==> src/sv/rchl_pkg.sv <==
// Shared definitions for the rating curve height lookup block.
// Holds the command and status structs, result codes and default sizes.
// No dependencies; imported by every module of the block.
`default_nettype none

package rchl_pkg;

  localparam int TABLE_DEPTH_DEF = 256;
  localparam int REACH_COUNT_DEF = 4;

  localparam int DISCH_W   = 32;
  localparam int STEP_W    = 16;
  localparam int LEN_W     = 9;
  localparam int HEIGHT_W  = 24;
  localparam int STATUS_W  = 2;
  localparam int PROD_W    = DISCH_W + STEP_W;
  localparam int QUO_W     = STEP_W;
  localparam int DIV_CNT_W = $clog2(QUO_W);

  localparam logic [LEN_W-1:0]  LEN_RESET  = 9'd0;
  localparam logic [STEP_W-1:0] STEP_RESET = 16'd655;

  localparam logic OP_WRITE = 1'b0;
  localparam logic OP_QUERY = 1'b1;

  localparam logic CFG_TABLE_LENGTH = 1'b0;
  localparam logic CFG_HEIGHT_STEP  = 1'b1;

  localparam logic [STATUS_W-1:0] ST_OK    = 2'd0;
  localparam logic [STATUS_W-1:0] ST_NEG   = 2'd1;
  localparam logic [STATUS_W-1:0] ST_ABOVE = 2'd2;

  localparam logic [1:0] RES_ZERO = 2'd0;
  localparam logic [1:0] RES_PROD = 2'd1;
  localparam logic [1:0] RES_SUM  = 2'd2;

  localparam logic [1:0] MUL_DIFF = 2'd0;
  localparam logic [1:0] MUL_IDX  = 2'd1;
  localparam logic [1:0] MUL_LEN  = 2'd2;

  localparam logic [HEIGHT_W-1:0] HEIGHT_MAX = 24'hFFFFFF;

  typedef struct packed {
    logic                accept;
    logic                rd_first;
    logic                advance;
    logic                mul_en;
    logic [1:0]          mul_sel;
    logic                den_load;
    logic                div_init;
    logic                div_step;
    logic                res_load;
    logic [1:0]          res_sel;
    logic [STATUS_W-1:0] res_status;
  } cmd_t;

  typedef struct packed {
    logic neg;
    logic zero;
    logic empty;
    logic hit;
    logic last;
    logic idx_zero;
  } stat_t;

endpackage

`default_nettype wire

==> src/sv/rchl_ctrl.sv <==
// Controller state machine of the rating curve height lookup block.
// Sequences classification, table search, multiplies and division steps.
// Depends on rchl_pkg for the command and status structs.
`default_nettype none

module rchl_ctrl (
  input  wire logic          clk,
  input  wire logic          rst_n,
  input  wire logic          start,
  input  wire logic          in_op,
  input  wire rchl_pkg::stat_t stat,
  output rchl_pkg::cmd_t     cmd,
  output logic               busy
);
  import rchl_pkg::*;

  localparam logic [2:0] S_IDLE     = 3'd0;
  localparam logic [2:0] S_CLASSIFY = 3'd1;
  localparam logic [2:0] S_SEARCH   = 3'd2;
  localparam logic [2:0] S_MUL_H1   = 3'd3;
  localparam logic [2:0] S_DIVIDE   = 3'd4;
  localparam logic [2:0] S_FINISH   = 3'd5;
  localparam logic [2:0] S_ABOVE    = 3'd6;

  logic [2:0]           state_r, state_nxt;
  logic [DIV_CNT_W-1:0] cnt_r, cnt_nxt;

  always_ff @(posedge clk) begin
    if (!rst_n) begin
      state_r <= S_IDLE;
      cnt_r   <= '0;
    end else begin
      state_r <= state_nxt;
      cnt_r   <= cnt_nxt;
    end
  end

  assign busy = (state_r != S_IDLE);

  always_comb begin
    state_nxt = state_r;
    cnt_nxt   = cnt_r;
    cmd       = '0;
    unique case (state_r)
      S_IDLE: begin
        if (start) begin
          cmd.accept = 1'b1;
          if (in_op == OP_WRITE) begin
            // The table entry is written at the same edge; the result follows at once.
            cmd.res_load   = 1'b1;
            cmd.res_sel    = RES_ZERO;
            cmd.res_status = ST_OK;
          end else begin
            state_nxt = S_CLASSIFY;
          end
        end
      end
      S_CLASSIFY: begin
        priority if (stat.neg) begin
          cmd.res_load   = 1'b1;
          cmd.res_sel    = RES_ZERO;
          cmd.res_status = ST_NEG;
          state_nxt      = S_IDLE;
        end else if (stat.zero) begin
          cmd.res_load   = 1'b1;
          cmd.res_sel    = RES_ZERO;
          cmd.res_status = ST_OK;
          state_nxt      = S_IDLE;
        end else if (stat.empty) begin
          cmd.res_load   = 1'b1;
          cmd.res_sel    = RES_ZERO;
          cmd.res_status = ST_ABOVE;
          state_nxt      = S_IDLE;
        end else begin
          cmd.rd_first = 1'b1;
          state_nxt    = S_SEARCH;
        end
      end
      S_SEARCH: begin
        priority if (stat.hit) begin
          if (stat.idx_zero) begin
            cmd.res_load   = 1'b1;
            cmd.res_sel    = RES_ZERO;
            cmd.res_status = ST_OK;
            state_nxt      = S_IDLE;
          end else begin
            cmd.mul_en   = 1'b1;
            cmd.mul_sel  = MUL_DIFF;
            cmd.den_load = 1'b1;
            state_nxt    = S_MUL_H1;
          end
        end else if (stat.last) begin
          cmd.mul_en  = 1'b1;
          cmd.mul_sel = MUL_LEN;
          state_nxt   = S_ABOVE;
        end else begin
          cmd.advance = 1'b1;
        end
      end
      S_MUL_H1: begin
        // The divider takes the scaled difference while the multiplier moves on.
        cmd.div_init = 1'b1;
        cmd.mul_en   = 1'b1;
        cmd.mul_sel  = MUL_IDX;
        cnt_nxt      = '0;
        state_nxt    = S_DIVIDE;
      end
      S_DIVIDE: begin
        cmd.div_step = 1'b1;
        cnt_nxt      = cnt_r + 1'b1;
        if (cnt_r == DIV_CNT_W'(QUO_W - 1)) begin
          state_nxt = S_FINISH;
        end
      end
      S_FINISH: begin
        cmd.res_load   = 1'b1;
        cmd.res_sel    = RES_SUM;
        cmd.res_status = ST_OK;
        state_nxt      = S_IDLE;
      end
      S_ABOVE: begin
        cmd.res_load   = 1'b1;
        cmd.res_sel    = RES_PROD;
        cmd.res_status = ST_ABOVE;
        state_nxt      = S_IDLE;
      end
      default: begin
        state_nxt = S_IDLE;
      end
    endcase
  end

endmodule

`default_nettype wire

==> config.mk <==
export PLATFORM = sky130hd
export DESIGN_NAME = rchl_ctrl
export DESIGN_NICKNAME = d
export VERILOG_FILES = /design/src/sv/rchl_pkg.sv /design/src/sv/rchl_ctrl.sv
export SDC_FILE = /design/constraint.sdc
export NUM_CORES = 1
export LEC_CHECK = 0
export ABC_AREA = 1
export BUFFER_PORTS_ARGS = -buffer_cell sky130_fd_sc_hd__buf_2
export CAP_MARGIN = 20
export CORE_MARGIN = 2
export CORE_UTILIZATION = 31
export DETAILED_ROUTE_END_ITERATION = 16
export GPL_ROUTABILITY_DRIVEN = 0
export PLACE_DENSITY = 0.71
export REMOVE_ABC_BUFFERS = 1
export SKIP_CTS_REPAIR_TIMING = 1
export SYNTH_ARGS = -nofsm -noshare
export SYNTH_HDL_FRONTEND = slang
export SYNTH_SLANG_ARGS = --single-unit
==> constraint.sdc <==
create_clock -name clk -period 1.08 [get_ports clk]
set_input_delay 0.054 -clock clk [delete_from_list [all_inputs] [get_ports clk]]
set_output_delay 0.054 -clock clk [all_outputs]
set_load 0.02 [all_outputs]
# == Word-level counts from Yosys, hierarchy flattened ==
# Index checks and enable logic that the tools add are counted.
# word_totals
register_bits,7
latch_bits,0
mem_bits_rw,0
mem_bits_ro,0
in_bits,10
out_inout_bits,15
wordCells,54
memories,0
# classes
addsub,1
n_mul,0
div_mod_pow,0
magnitude_cmp,0
eq_ne,11
shifts,0
mux,36
bitwise,0
n_reduce_logical,4
# ops
cell,n
2-to-1 mux 5 bit,7
2-to-1 mux 3 bit,9
one-hot mux 5 bit (5 select lines),1
one-hot mux 3 bit (5 select lines),1
2-to-1 mux 1 bit,13
"equality test 3 bit, second input constant",3
one-hot mux 4 bit (2 select lines),1
"equality test 3 x 2 -> 1 bit, second input constant",2
"inequality test 2 bit, second input constant",3
one-hot mux 3 bit (2 select lines),1
"adder 4 x 1 -> 4 bit, second input constant",1
"equality test 4 bit, second input constant",1
2-to-1 mux 2 bit,2
2-to-1 mux 4 bit,1
AND reduction 4 bit,1
"equality test 3 x 1 -> 1 bit, second input constant",1
zero test 3 bit,1
"inequality test 3 bit, second input constant",1
nonzero test 3 bit,1
nonzero test 2 bit,1

# == Longest topological paths before layout ==
# Gate-level depths: netlist of run 1.
# logic_depth
depth_word,4
ltp_mapped,8

# == Worst setup path after synthesis of run 1 ==
# Ideal clock, no wire load.
# synth_path
path_kind,reg-to-output
from,reg state_r[0]
to,out cmd[4] in the netlist's numbering
arrival_time_ps,1182
required_time_ps,1026
slack_ps,-156
stages_incl_launch_ff,6
n_path_buf,0
path_cell_list,dfxtp_1 -> nor2_2 -> inv_1 -> nor2_1 -> nand2_1 -> o21ai_0
# synth_rtl
element,line,rtl
start: declaration,rchl_ctrl.sv:25,"logic [2:0] state_r, state_nxt;"
start signal: assignment,rchl_ctrl.sv:33,state_r <= state_nxt;
end: declaration,rchl_ctrl.sv:12,"output rchl_pkg::cmd_t cmd,"

==> impl_metrics.py, run 1 <==
metrics = {
    "run_status": {
        "status": "finished, violations left",
        "violations": "setup timing",
    },
    "sta": {
        "slew_violations": 0,
        "setup_slack_ps": -310,
        "tightest_slew_ps": 206,
        "rsz0062_at_grt": "true",
        "max_freq_mhz": 719,
        "fin_skew_ps": 6.15,
        "max_slew_margin_pct": 86.1,
        "hold_violations": 0,
        "period_needed_ps": 1390,
        "setup_viol": 22,
        "fin_crit_sh_pct": 129,
    },
    "floorplan": {
        "die_area_mm2": 0.00201,
        "fp-row-count": 14,
        "pin_count": 25,
        "die_w_um": 44.8,
        "die_h_um": 44.8,
        "fp.coreArea_mm2": 0.00154,
        "initial_core_util_pct": 33.5,
    },
    "worst_hold_path": {
        "hp-class": "in -> reg",
        "min_path_cells": 3,
        "worstHoldStart": "rst_n",
        "min_to": "cnt_r[0]",
    },
    "critical_path": {
        "cp_cell_sequence": "inv_4, nor2_4, nand2_2, o21ai_2, nor2_1, o21ai_1, buf_4",
        "required_ps": 1030,
        "max_stage_delay_ps": 380,
        "critPathLaunchType": "flip-flop",
        "arrival_ps": 1340,
        "r2r_setup_slack_ps": -170,
        "path_class": "reg -> out",
        "cp_slowest_cell": "dfxtp_4",
        "timing.rr.end": "state_r[2]",
        "worst_setup_path_end_kind": "output port",
        "crit_fanout": 3,
        "reg2reg_from": "state_r[1]",
        "reg2reg_depth": 9,
    },
    "power_and_ir_drop": {
        "vdd_ir_drop_max_mv": 1.33,
        "power_density_mw_per_mm2": 2120,
        "power.leakage_nw": 0.517,
    },
    "synth": {
        "synthCells": 90,
        "async_flop_share_pct": 0,
        "synth_seq_cells": 7,
        "yosys.area.top_type": "dfxtp_1",
        "synth_warnings": 0,
        "yosysMostFrequentCell": "inv_1",
        "synth-edff-count": 0,
        "synth_top_area_share_pct": 27.1,
        "syn_area_um2": 517,
        "avgSynthCellArea_um2": 5.74,
        "synthTopCellsByArea": "dfxtp_1 27%, inv_1 14%, nand2_1 12%, nand3_1 8.7%, nor2_1 8.7%",
        "synth_flop_cell": "dfxtp_1",
        "synth.distinct_cells": 15,
        "ys_seq_area_share_pct": 27.1,
        "synthTopCellsByCount": "19 x inv_1, 17 x nand2_1, 12 x nor2_1",
    },
    "finish": {
        "nNetsFinal": 145,
        "drive_gt1_share_pct": 59.4,
        "antenna_cells": 0,
        "fin_util_pct": 64.6,
        "syn_to_final_growth_pct": 92.7,
        "design_area_um2": 996,
        "stdcell_count": 149,
    },
    "place": {
        "portBuffers": 24,
        "dp_cells": 140,
        "pre_cts_ws_ps": -79.9,
        "dpl_cell_area_um2": 732,
        "hpwl_um": 1080,
    },
    "detailed_routing": {
        "wl_um": 1960,
        "drt_iter0_drc": 23,
        "wl_per_cell_um": 13.2,
        "routed_via_density": 5.00,
        "route.vias.total": 745,
        "antenna_left": 0,
        "drc_errors": 0,
        "dr.pass1.iters": 4,
    },
    "clocking": {
        "cts_buffer_depth": 2,
        "cts_tree": "yes",
        "root_buffer": "clkbuf_4",
        "cts_sinks": 7,
        "htreeDepth": 1,
        "clk_pin_slew_ps": 60,
        "numCtsBuffers": 3,
        "insertion_delay_ps": 260,
    },
    "grt": {
        "grt_first_pass_wirelength_um": 2130,
        "grt_remaining_overflow": 0,
        "grt_usage_pct": 15.0,
        "grt_max_degree": 7,
        "antenna_found_initial": 0,
        "grt_pass1_vias": 568,
    },
    "run": {
        "cap_viol_max_count": 0,
    },
}
[layout make-up]
type	instances	area, µm²
timing repair buffer	39	320
clock buffer	4	26.3
multi-input combinational	62	397
inverter	21	81.3
sequential	7	151
fill	123	546
tap	16	20.0
[power by group]
part	leakage, nW	total (mW)	internal [mW]	switching, mW
clock	0.0150	0.251	0.142	0.109
sequential	0.0591	0.442	0.333	0.109
combinational	0.443	1.41	0.662	0.752
total	0.517	2.11	1.14	0.970
[stage by stage]
| step | total power [mW] | setup TNS, ps | hold slack (ps) |
|---|---|---|---|
| after floorplan | 0.912 | -378 | 174 |
| after global placement | 1.23 | -291 | 315 |
| after detailed placement | 1.25 | -374 | 319 |
| after CTS | 1.50 | -3690 | 51.9 |
| after global routing | 2.24 | -4570 | 56.5 |
| final | 2.11 | -3430 | 57.1 |
[worst max-delay path, delay by kind of cell, from the launching register on]
kind                   cells  cell delay, ps
AO/OA/AOI/OAI              2             220
flip-flops                 1             380
AND/OR/NAND/NOR            3             280
buffers and inverters      2             200
[sequential cells by signal (all words and copies together) (netlist names)]
signal   cells
cnt_r        4
state_r      3
[routing by layer]
layer  up-vias  track usage (%)  wire [µm]
met5         -                0          0
met4         0             11.2         59
met3         7             5.60         80
met2        25             23.5        960
met1       348             16.3        861
li1        365                -          -
[how the worst max path moves through the flow]
stage	start	endpoint	slack, ps	cells after the start
2_1_floorplan	state_r[0]	cmd[4]	-160	5
3_3_place_gp	state_r[1]	cmd[4]	-60	8
3_5_place_dp	state_r[1]	cmd[4]	-80	7
4_1_cts	state_r[1]	cmd[4]	-370	8
5_1_grt	state_r[1]	cmd[4]	-390	7
6_report	state_r[1]	cmd[4]	-310	7
[cells in the final DEF (no fill, tap or decap)]
cell type  count
buf_4         15
buf_6         14
nand2_1       13
inv_1         10
inv_2         10
buf_2         10
nor2_1         8
nand3_1        7
nor2_4         7
nand2_2        4
dfxtp_1        4
nand2_4        3
o21ai_1        3
a21oi_1        3
a21oi_2        3
clkbuf_4       3
dfxtp_4        3
o21ai_0        2
o21ai_2        2
nand3_2        2
inv_4          1
nor2_2         1
or2_1          1
a31oi_1        1
nor3_2         1
ha_1           1
clkbuf_1       1
[cell families (layout without fill, tap and decap cells)]
family | after synthesis | in the layout | synth area share [%]
AOI/OAI and AO/OA | 14 | 14 | 13.8
adders and majority gates | 1 | 1 | 2.42
buffers and inverters | 21 | 64 | 15.3
DFF | 7 | 7 | 27.1
and+or+nand+nor | 47 | 47 | 41.4
Power figures use the tool's default switching activity.
==> inputs of run 2 (changes only) <==
ABC_AREA = not set   (was 1)
PLACE_DENSITY = 0.7   (was 0.71)
==> run 2 against run 1 <==
  * The run still ends with setup timing left
  * Synthesized cell count down 21%
  * Hold slack better by 29 ps
  * Final cell count down 13%
  * Non-clock buffer count up 2
  * Register-to-register slack worse by 40 ps
  * Die area up 4.0%
  * Fmax down 11%
  * Wire length down 24%
  * Count of clock-buffer cells in the layout unchanged
  * Sequential power down 14%
  * Power down 19%
  * Critical endpoint unchanged
==> impl_metrics.py, run 2 <==
metrics = {
    "synth": {
        "synth_flop_cell": "dfxtp_1",
        "avgSynthCellArea_um2": 7.60,
        "async_flop_share_pct": 0,
        "synth_top_area_share_pct": 26.0,
        "synth_compound_area_share_pct": 22.0,
        "yosys.area.top_type": "dfxtp_1",
        "synthTopCellsByArea": "dfxtp_1 26%, a21oi_1 9.3%, nor2_1 6.3%, buf_6 4.2%, nor3_2 3.7%",
        "synth.distinct_cells": 31,
        "syn_area_um2": 539,
        "synthMuxAreaShare_pct": 0,
        "synthTopCellsByCount": "10 x a21oi_1, 9 x nor2_1, 7 x dfxtp_1",
        "ys_seq_area_share_pct": 26.0,
        "synth_top_family_by_area": "simple AND/OR/NAND/NOR gates",
        "yosysMostFrequentCell": "a21oi_1",
        "synth-edff-count": 0,
        "synth-xor-area-share_pct": 0,
        "synthCells": 71,
        "synth-simple-area-share_pct": 41.1,
        "synth_warnings": 0,
        "synth_seq_cells": 7,
        "synth_adder_area_share_pct": 2.32,
    },
    "critical_path": {
        "cp_cell_sequence": "or3_4, nor3_4, a21oi_1, o22ai_1, buf_4",
        "crit_fanout": 9,
        "required_ps": 1030,
        "path_class": "reg -> out",
        "critPathLaunchType": "flip-flop",
        "arrival_ps": 1510,
        "r2r_setup_slack_ps": -210,
        "worst_setup_path_end_kind": "output port",
        "reg2reg_depth": 6,
        "cp_slowest_cell": "or3_4",
        "max_stage_delay_ps": 390,
    },
    "sta": {
        "max_slew_margin_pct": 75.7,
        "max_freq_mhz": 638,
        "holdWs_ps": 86.2,
        "setup-tns-final_ps": -5290,
        "fin_skew_ps": 6.49,
        "slew_violations": 0,
        "fin_crit_sh_pct": 145,
        "setup_viol": 22,
        "hold_violations": 0,
        "tightest_slew_ps": 355,
        "setup_slack_ps": -487,
        "rsz0062_at_grt": "true",
        "period_needed_ps": 1570,
    },
    "grt": {
        "grt_usage_pct": 14.3,
        "grt_first_pass_wirelength_um": 2190,
        "antenna_found_initial": 0,
        "grt_max_degree": 11,
        "grt_pass1_vias": 566,
        "grt_remaining_overflow": 0,
    },
    "detailed_routing": {
        "antenna_left": 0,
        "routed_via_density": 5.05,
        "wl_um": 1480,
        "route.vias.total": 656,
        "drc_errors": 0,
        "drt_iter0_drc": 11,
        "dr.pass1.iters": 4,
        "wl_per_cell_um": 11.4,
    },
    "power_and_ir_drop": {
        "seq_power_share_pct": 22.1,
        "netSwitchingFraction_pct": 40.5,
        "total_power_mw": 1.72,
        "clkPwrFrac_pct": 13.9,
        "vdd_ir_drop_max_mv": 0.832,
        "p_int_mw": 1.02,
        "power.net_switching_mw": 0.695,
        "combPwrFrac_pct": 64.0,
        "power.leakage_nw": 0.425,
        "power_density_mw_per_mm2": 1910,
    },
    "clocking": {
        "cts_sinks": 7,
        "cts_buffer_depth": 2,
        "insertion_delay_ps": 250,
        "clk_pin_slew_ps": 50,
        "htreeDepth": 1,
        "numCtsBuffers": 3,
        "cts_tree": "yes",
        "root_buffer": "clkbuf_4",
    },
    "finish": {
        "syn_to_final_growth_pct": 66.4,
        "regMostFlops": "cnt_r",
        "top_regs": "cnt_r: 4 flops, state_r: 3 flops",
        "largest_reg_flops": 4,
        "antenna_cells": 0,
        "drive_gt1_share_pct": 55.8,
        "layout_common_cells": "24 x buf_4, 13 x buf_2, 9 x a21oi_1, 6 x nor2_1",
        "layout.cells.most_common": "buf_4",
        "fin_util_pct": 53.1,
        "design_area_um2": 897,
        "nNetsFinal": 125,
        "stdcell_count": 130,
    },
    "floorplan": {
        "die_w_um": 45.7,
        "fp.coreArea_mm2": 0.00169,
        "die_h_um": 45.7,
        "initial_core_util_pct": 31.9,
        "pin_count": 25,
        "die_area_mm2": 0.00209,
        "fp-row-count": 15,
    },
    "run_status": {
        "violations": "setup timing",
        "status": "finished, violations left",
    },
    "place": {
        "pre_cts_ws_ps": -325,
        "dp_cells": 124,
        "dpl_cell_area_um2": 766,
        "portBuffers": 24,
        "hpwl_um": 1070,
    },
    "run": {
        "cap_viol_max_count": 0,
    },
    "worst_hold_path": {
        "min_path_cells": 3,
        "hp-class": "in -> reg",
    },
}
[run 2: cell count changes after synthesis, sizes merged, moves of 2 or more]
cell	before	now
inv	21	5
o21ai	7	3
nor2b	0	2
buf	0	3
nand2	20	3
nor2	16	11
and3b	0	2
or3b	0	2
a21oi	6	10
nand3	9	3
nor3b	0	2
nand2b	0	3
[run 2: layer usage]
layer / routed length, µm / track usage (%) / part of all wire [%] / vias to the layer above
li1: - / - / - / 338
met1: 621 / 16.0 / 42 / 293
met2: 773 / 25.6 / 52 / 23
met3: 80 / 4.76 / 5.4 / 2
met4: 6 / 3.43 / 0.41 / 0
met5: 0 / 0 / 0 / -
[run 2: worst paths after layout]
path,startpoint,endpoint
worst max-delay path,state_r[1],cmd[4]
worst min-delay path,rst_n,state_r[2]
worst max register to register,state_r[2],state_r[0]
worst min register to register,cnt_r[3],cnt_r[3]
[run 2: final cells by class]
cell class                 instances  area (µm²)
tap                               17        21.3
sequential                         7         149
fill                             157         792
clock buffer                       4        26.3
timing repair buffer              41         290
multi-input combinational         56         392
inverter                           5        18.8
[run 2: critical path, delay by kind of cell, from the launching register on]
kind	cells	cell delay (ps)
and+or+nand+nor	2	540
buffers and inverters	1	160
AOI/OAI and AO/OA	2	200
DFF	1	370
[run 2: power groups by stage]
stage | clock, mW | sequential [mW] | combinational [mW]
floorplan | 0 | 0.373 | 0.472
finish | 0.239 | 0.379 | 1.10
CTS | 0.245 | 0.373 | 0.917
detailed placement | 0 | 0.378 | 0.915
global route | 0.250 | 0.388 | 1.20
global placement | 0 | 0.373 | 0.904
[run 2: cells by family after synthesis]
group,count (synthesis)
adder cells (fa/ha/maj),1
AO/OA/AOI/OAI,20
AND/OR/NAND/NOR,35
flip-flops,7
buffers and inverters,8
==> inputs of run 3 (changes only) <==
CORE_MARGIN = 5   (was 2)
==> run 3 against run 2 <==
  * Combinational power is 15% higher
  * Hold slack worse by 2.6 ps
  * Utilization is 5.3 points higher
  * Global-route usage is 1.4 points lower
  * Cell area is 10% higher
  * Via count is 6.1% higher
  * The run still ends with setup timing left
  * First-iteration DRC count is 9.1% higher
  * Setup slack worse by 84 ps
  * Sequential power hardly changed
==> impl_metrics.py, run 3 (synthesis gave the netlist of run 2 again) <==
metrics = {
    "run_status": {
        "status": "finished, violations left",
        "violations": "setup timing",
    },
    "finish": {
        "layout.cells.most_common": "buf_4",
        "drive_gt1_share_pct": 61.9,
        "stdcell_count": 135,
        "syn_to_final_growth_pct": 83.1,
        "largest_reg_flops": 4,
        "layout_common_cells": "21 x buf_4, 13 x buf_2, 12 x buf_6, 7 x a21oi_1, 6 x nor2_1",
        "fin_util_pct": 58.4,
        "antenna_cells": 0,
        "regMostFlops": "cnt_r",
        "top_regs": "cnt_r: 4 flops, state_r: 3 flops",
        "nNetsFinal": 130,
    },
    "critical_path": {
        "arrival_ps": 1600,
        "required_ps": 1030,
        "r2r_setup_slack_ps": -280,
        "max_stage_delay_ps": 400,
        "critPathLaunchType": "flip-flop",
        "crit_start": "state_r[0]",
        "cp_cell_sequence": "or3_4, nor3_4, a21oi_1, o22ai_1, buf_4",
        "path_class": "reg -> out",
        "crit_fanout": 6,
        "worst_setup_path_end_kind": "output port",
        "reg2reg_from": "state_r[0]",
        "cp_slowest_cell": "or3_4",
    },
    "sta": {
        "fin_crit_sh_pct": 153,
        "max_freq_mhz": 605,
        "setup_viol": 22,
        "hold_violations": 0,
        "tightest_slew_ps": 357,
        "slew_violations": 0,
        "max_slew_margin_pct": 75.6,
        "period_needed_ps": 1650,
        "rsz0062_at_grt": "true",
        "setup_slack_ps": -572,
        "fin_skew_ps": 7.66,
        "setup-tns-final_ps": -5870,
    },
    "clocking": {
        "root_buffer": "clkbuf_4",
        "cts_tree": "yes",
        "cts_sinks": 7,
        "clk_pin_slew_ps": 50,
        "htreeDepth": 1,
        "insertion_delay_ps": 260,
        "cts_buffer_depth": 2,
        "numCtsBuffers": 3,
    },
    "grt": {
        "antenna_found_initial": 0,
        "grt_pass1_vias": 624,
        "grt_usage_pct": 12.8,
        "grt_max_degree": 9,
        "grt_remaining_overflow": 0,
        "grt_first_pass_wirelength_um": 2570,
    },
    "power_and_ir_drop": {
        "power.leakage_nw": 0.456,
        "power_density_mw_per_mm2": 1920,
        "vdd_ir_drop_max_mv": 1.10,
        "total_power_mw": 1.90,
    },
    "detailed_routing": {
        "dr.pass1.iters": 4,
        "wl_per_cell_um": 13.0,
        "route.vias.total": 696,
        "drc_errors": 0,
        "wl_um": 1760,
        "drt_iter0_drc": 12,
        "routed_via_density": 5.16,
        "antenna_left": 0,
    },
    "place": {
        "portBuffers": 24,
        "dp_cells": 128,
        "hpwl_um": 1200,
    },
    "run": {
        "cap_viol_max_count": 0,
    },
    "floorplan": {
        "die_area_mm2": 0.00267,
        "initial_core_util_pct": 31.9,
        "pin_count": 25,
        "fp.coreArea_mm2": 0.00169,
        "fp-row-count": 15,
        "die_h_um": 51.7,
        "die_w_um": 51.7,
    },
    "worst_hold_path": {
        "hp-class": "in -> reg",
        "worstHoldStart": "rst_n",
    },
}
run 3: cell types whose count changed in the layout (fill, tap and decap cells not counted), moves of 2 or more:
cell / previous run / this run
buf_6: 4 / 12
buf_4: 24 / 21
a21oi_1: 9 / 7
a21oi_2: 1 / 3
run 3: final cells by class:
type,instances,area [µm²]
flip-flops and latches,7,151
clock buffers,4,26.3
fillers,149,702
well taps,17,21.3
multi-input cells,56,412
repair buffers,46,358
inverters,5,18.8
run 3: per-layer routing:
metal / wire length, µm / vias to the layer above / part of all wire, % / track usage, %
li1: - / 347 / - / -
met1: 636 / 311 / 36 / 13.9
met2: 918 / 28 / 52 / 21.6
met3: 111 / 10 / 6.3 / 4.87
met4: 91 / 0 / 5.2 / 6.55
met5: 0 / - / 0 / 0
run 3: worst max-delay path, delay by kind of cell (launching register included):
| kind | cells | cell delay, ps |
|---|---|---|
| flops | 1 | 350 |
| compound gates | 2 | 260 |
| buf+inv | 1 | 170 |
| simple gates | 2 | 560 |
run 3: stage by stage:
| stage | instance area, µm² | setup slack [ps] | hold WS (ps) |
|---|---|---|---|
| final | 987 | -572 | 83.6 |
| after global routing | 987 | -642 | 79.6 |
| after CTS | 822 | -583 | 75.4 |
| after detailed placement | 796 | -311 | 341 |
| after global placement | 796 | -275 | 348 |
| after floorplan | 512 | -427 | 161 |
run 3: power by group:
group          internal [mW]  switching (mW)  leakage, nW
Sequential             0.321          0.0605       0.0590
Combinational          0.663           0.612        0.382
Clock                  0.141           0.102       0.0150
Total                   1.13           0.774        0.456
run 3: worst paths after layout:
path | endpoint | depth (start not counted)
worst max-delay path | cmd[4] | 5
worst min-delay path | state_r[2] | 3
worst max register to register | state_r[0] | 6
worst min register to register | cnt_r[3] | 1
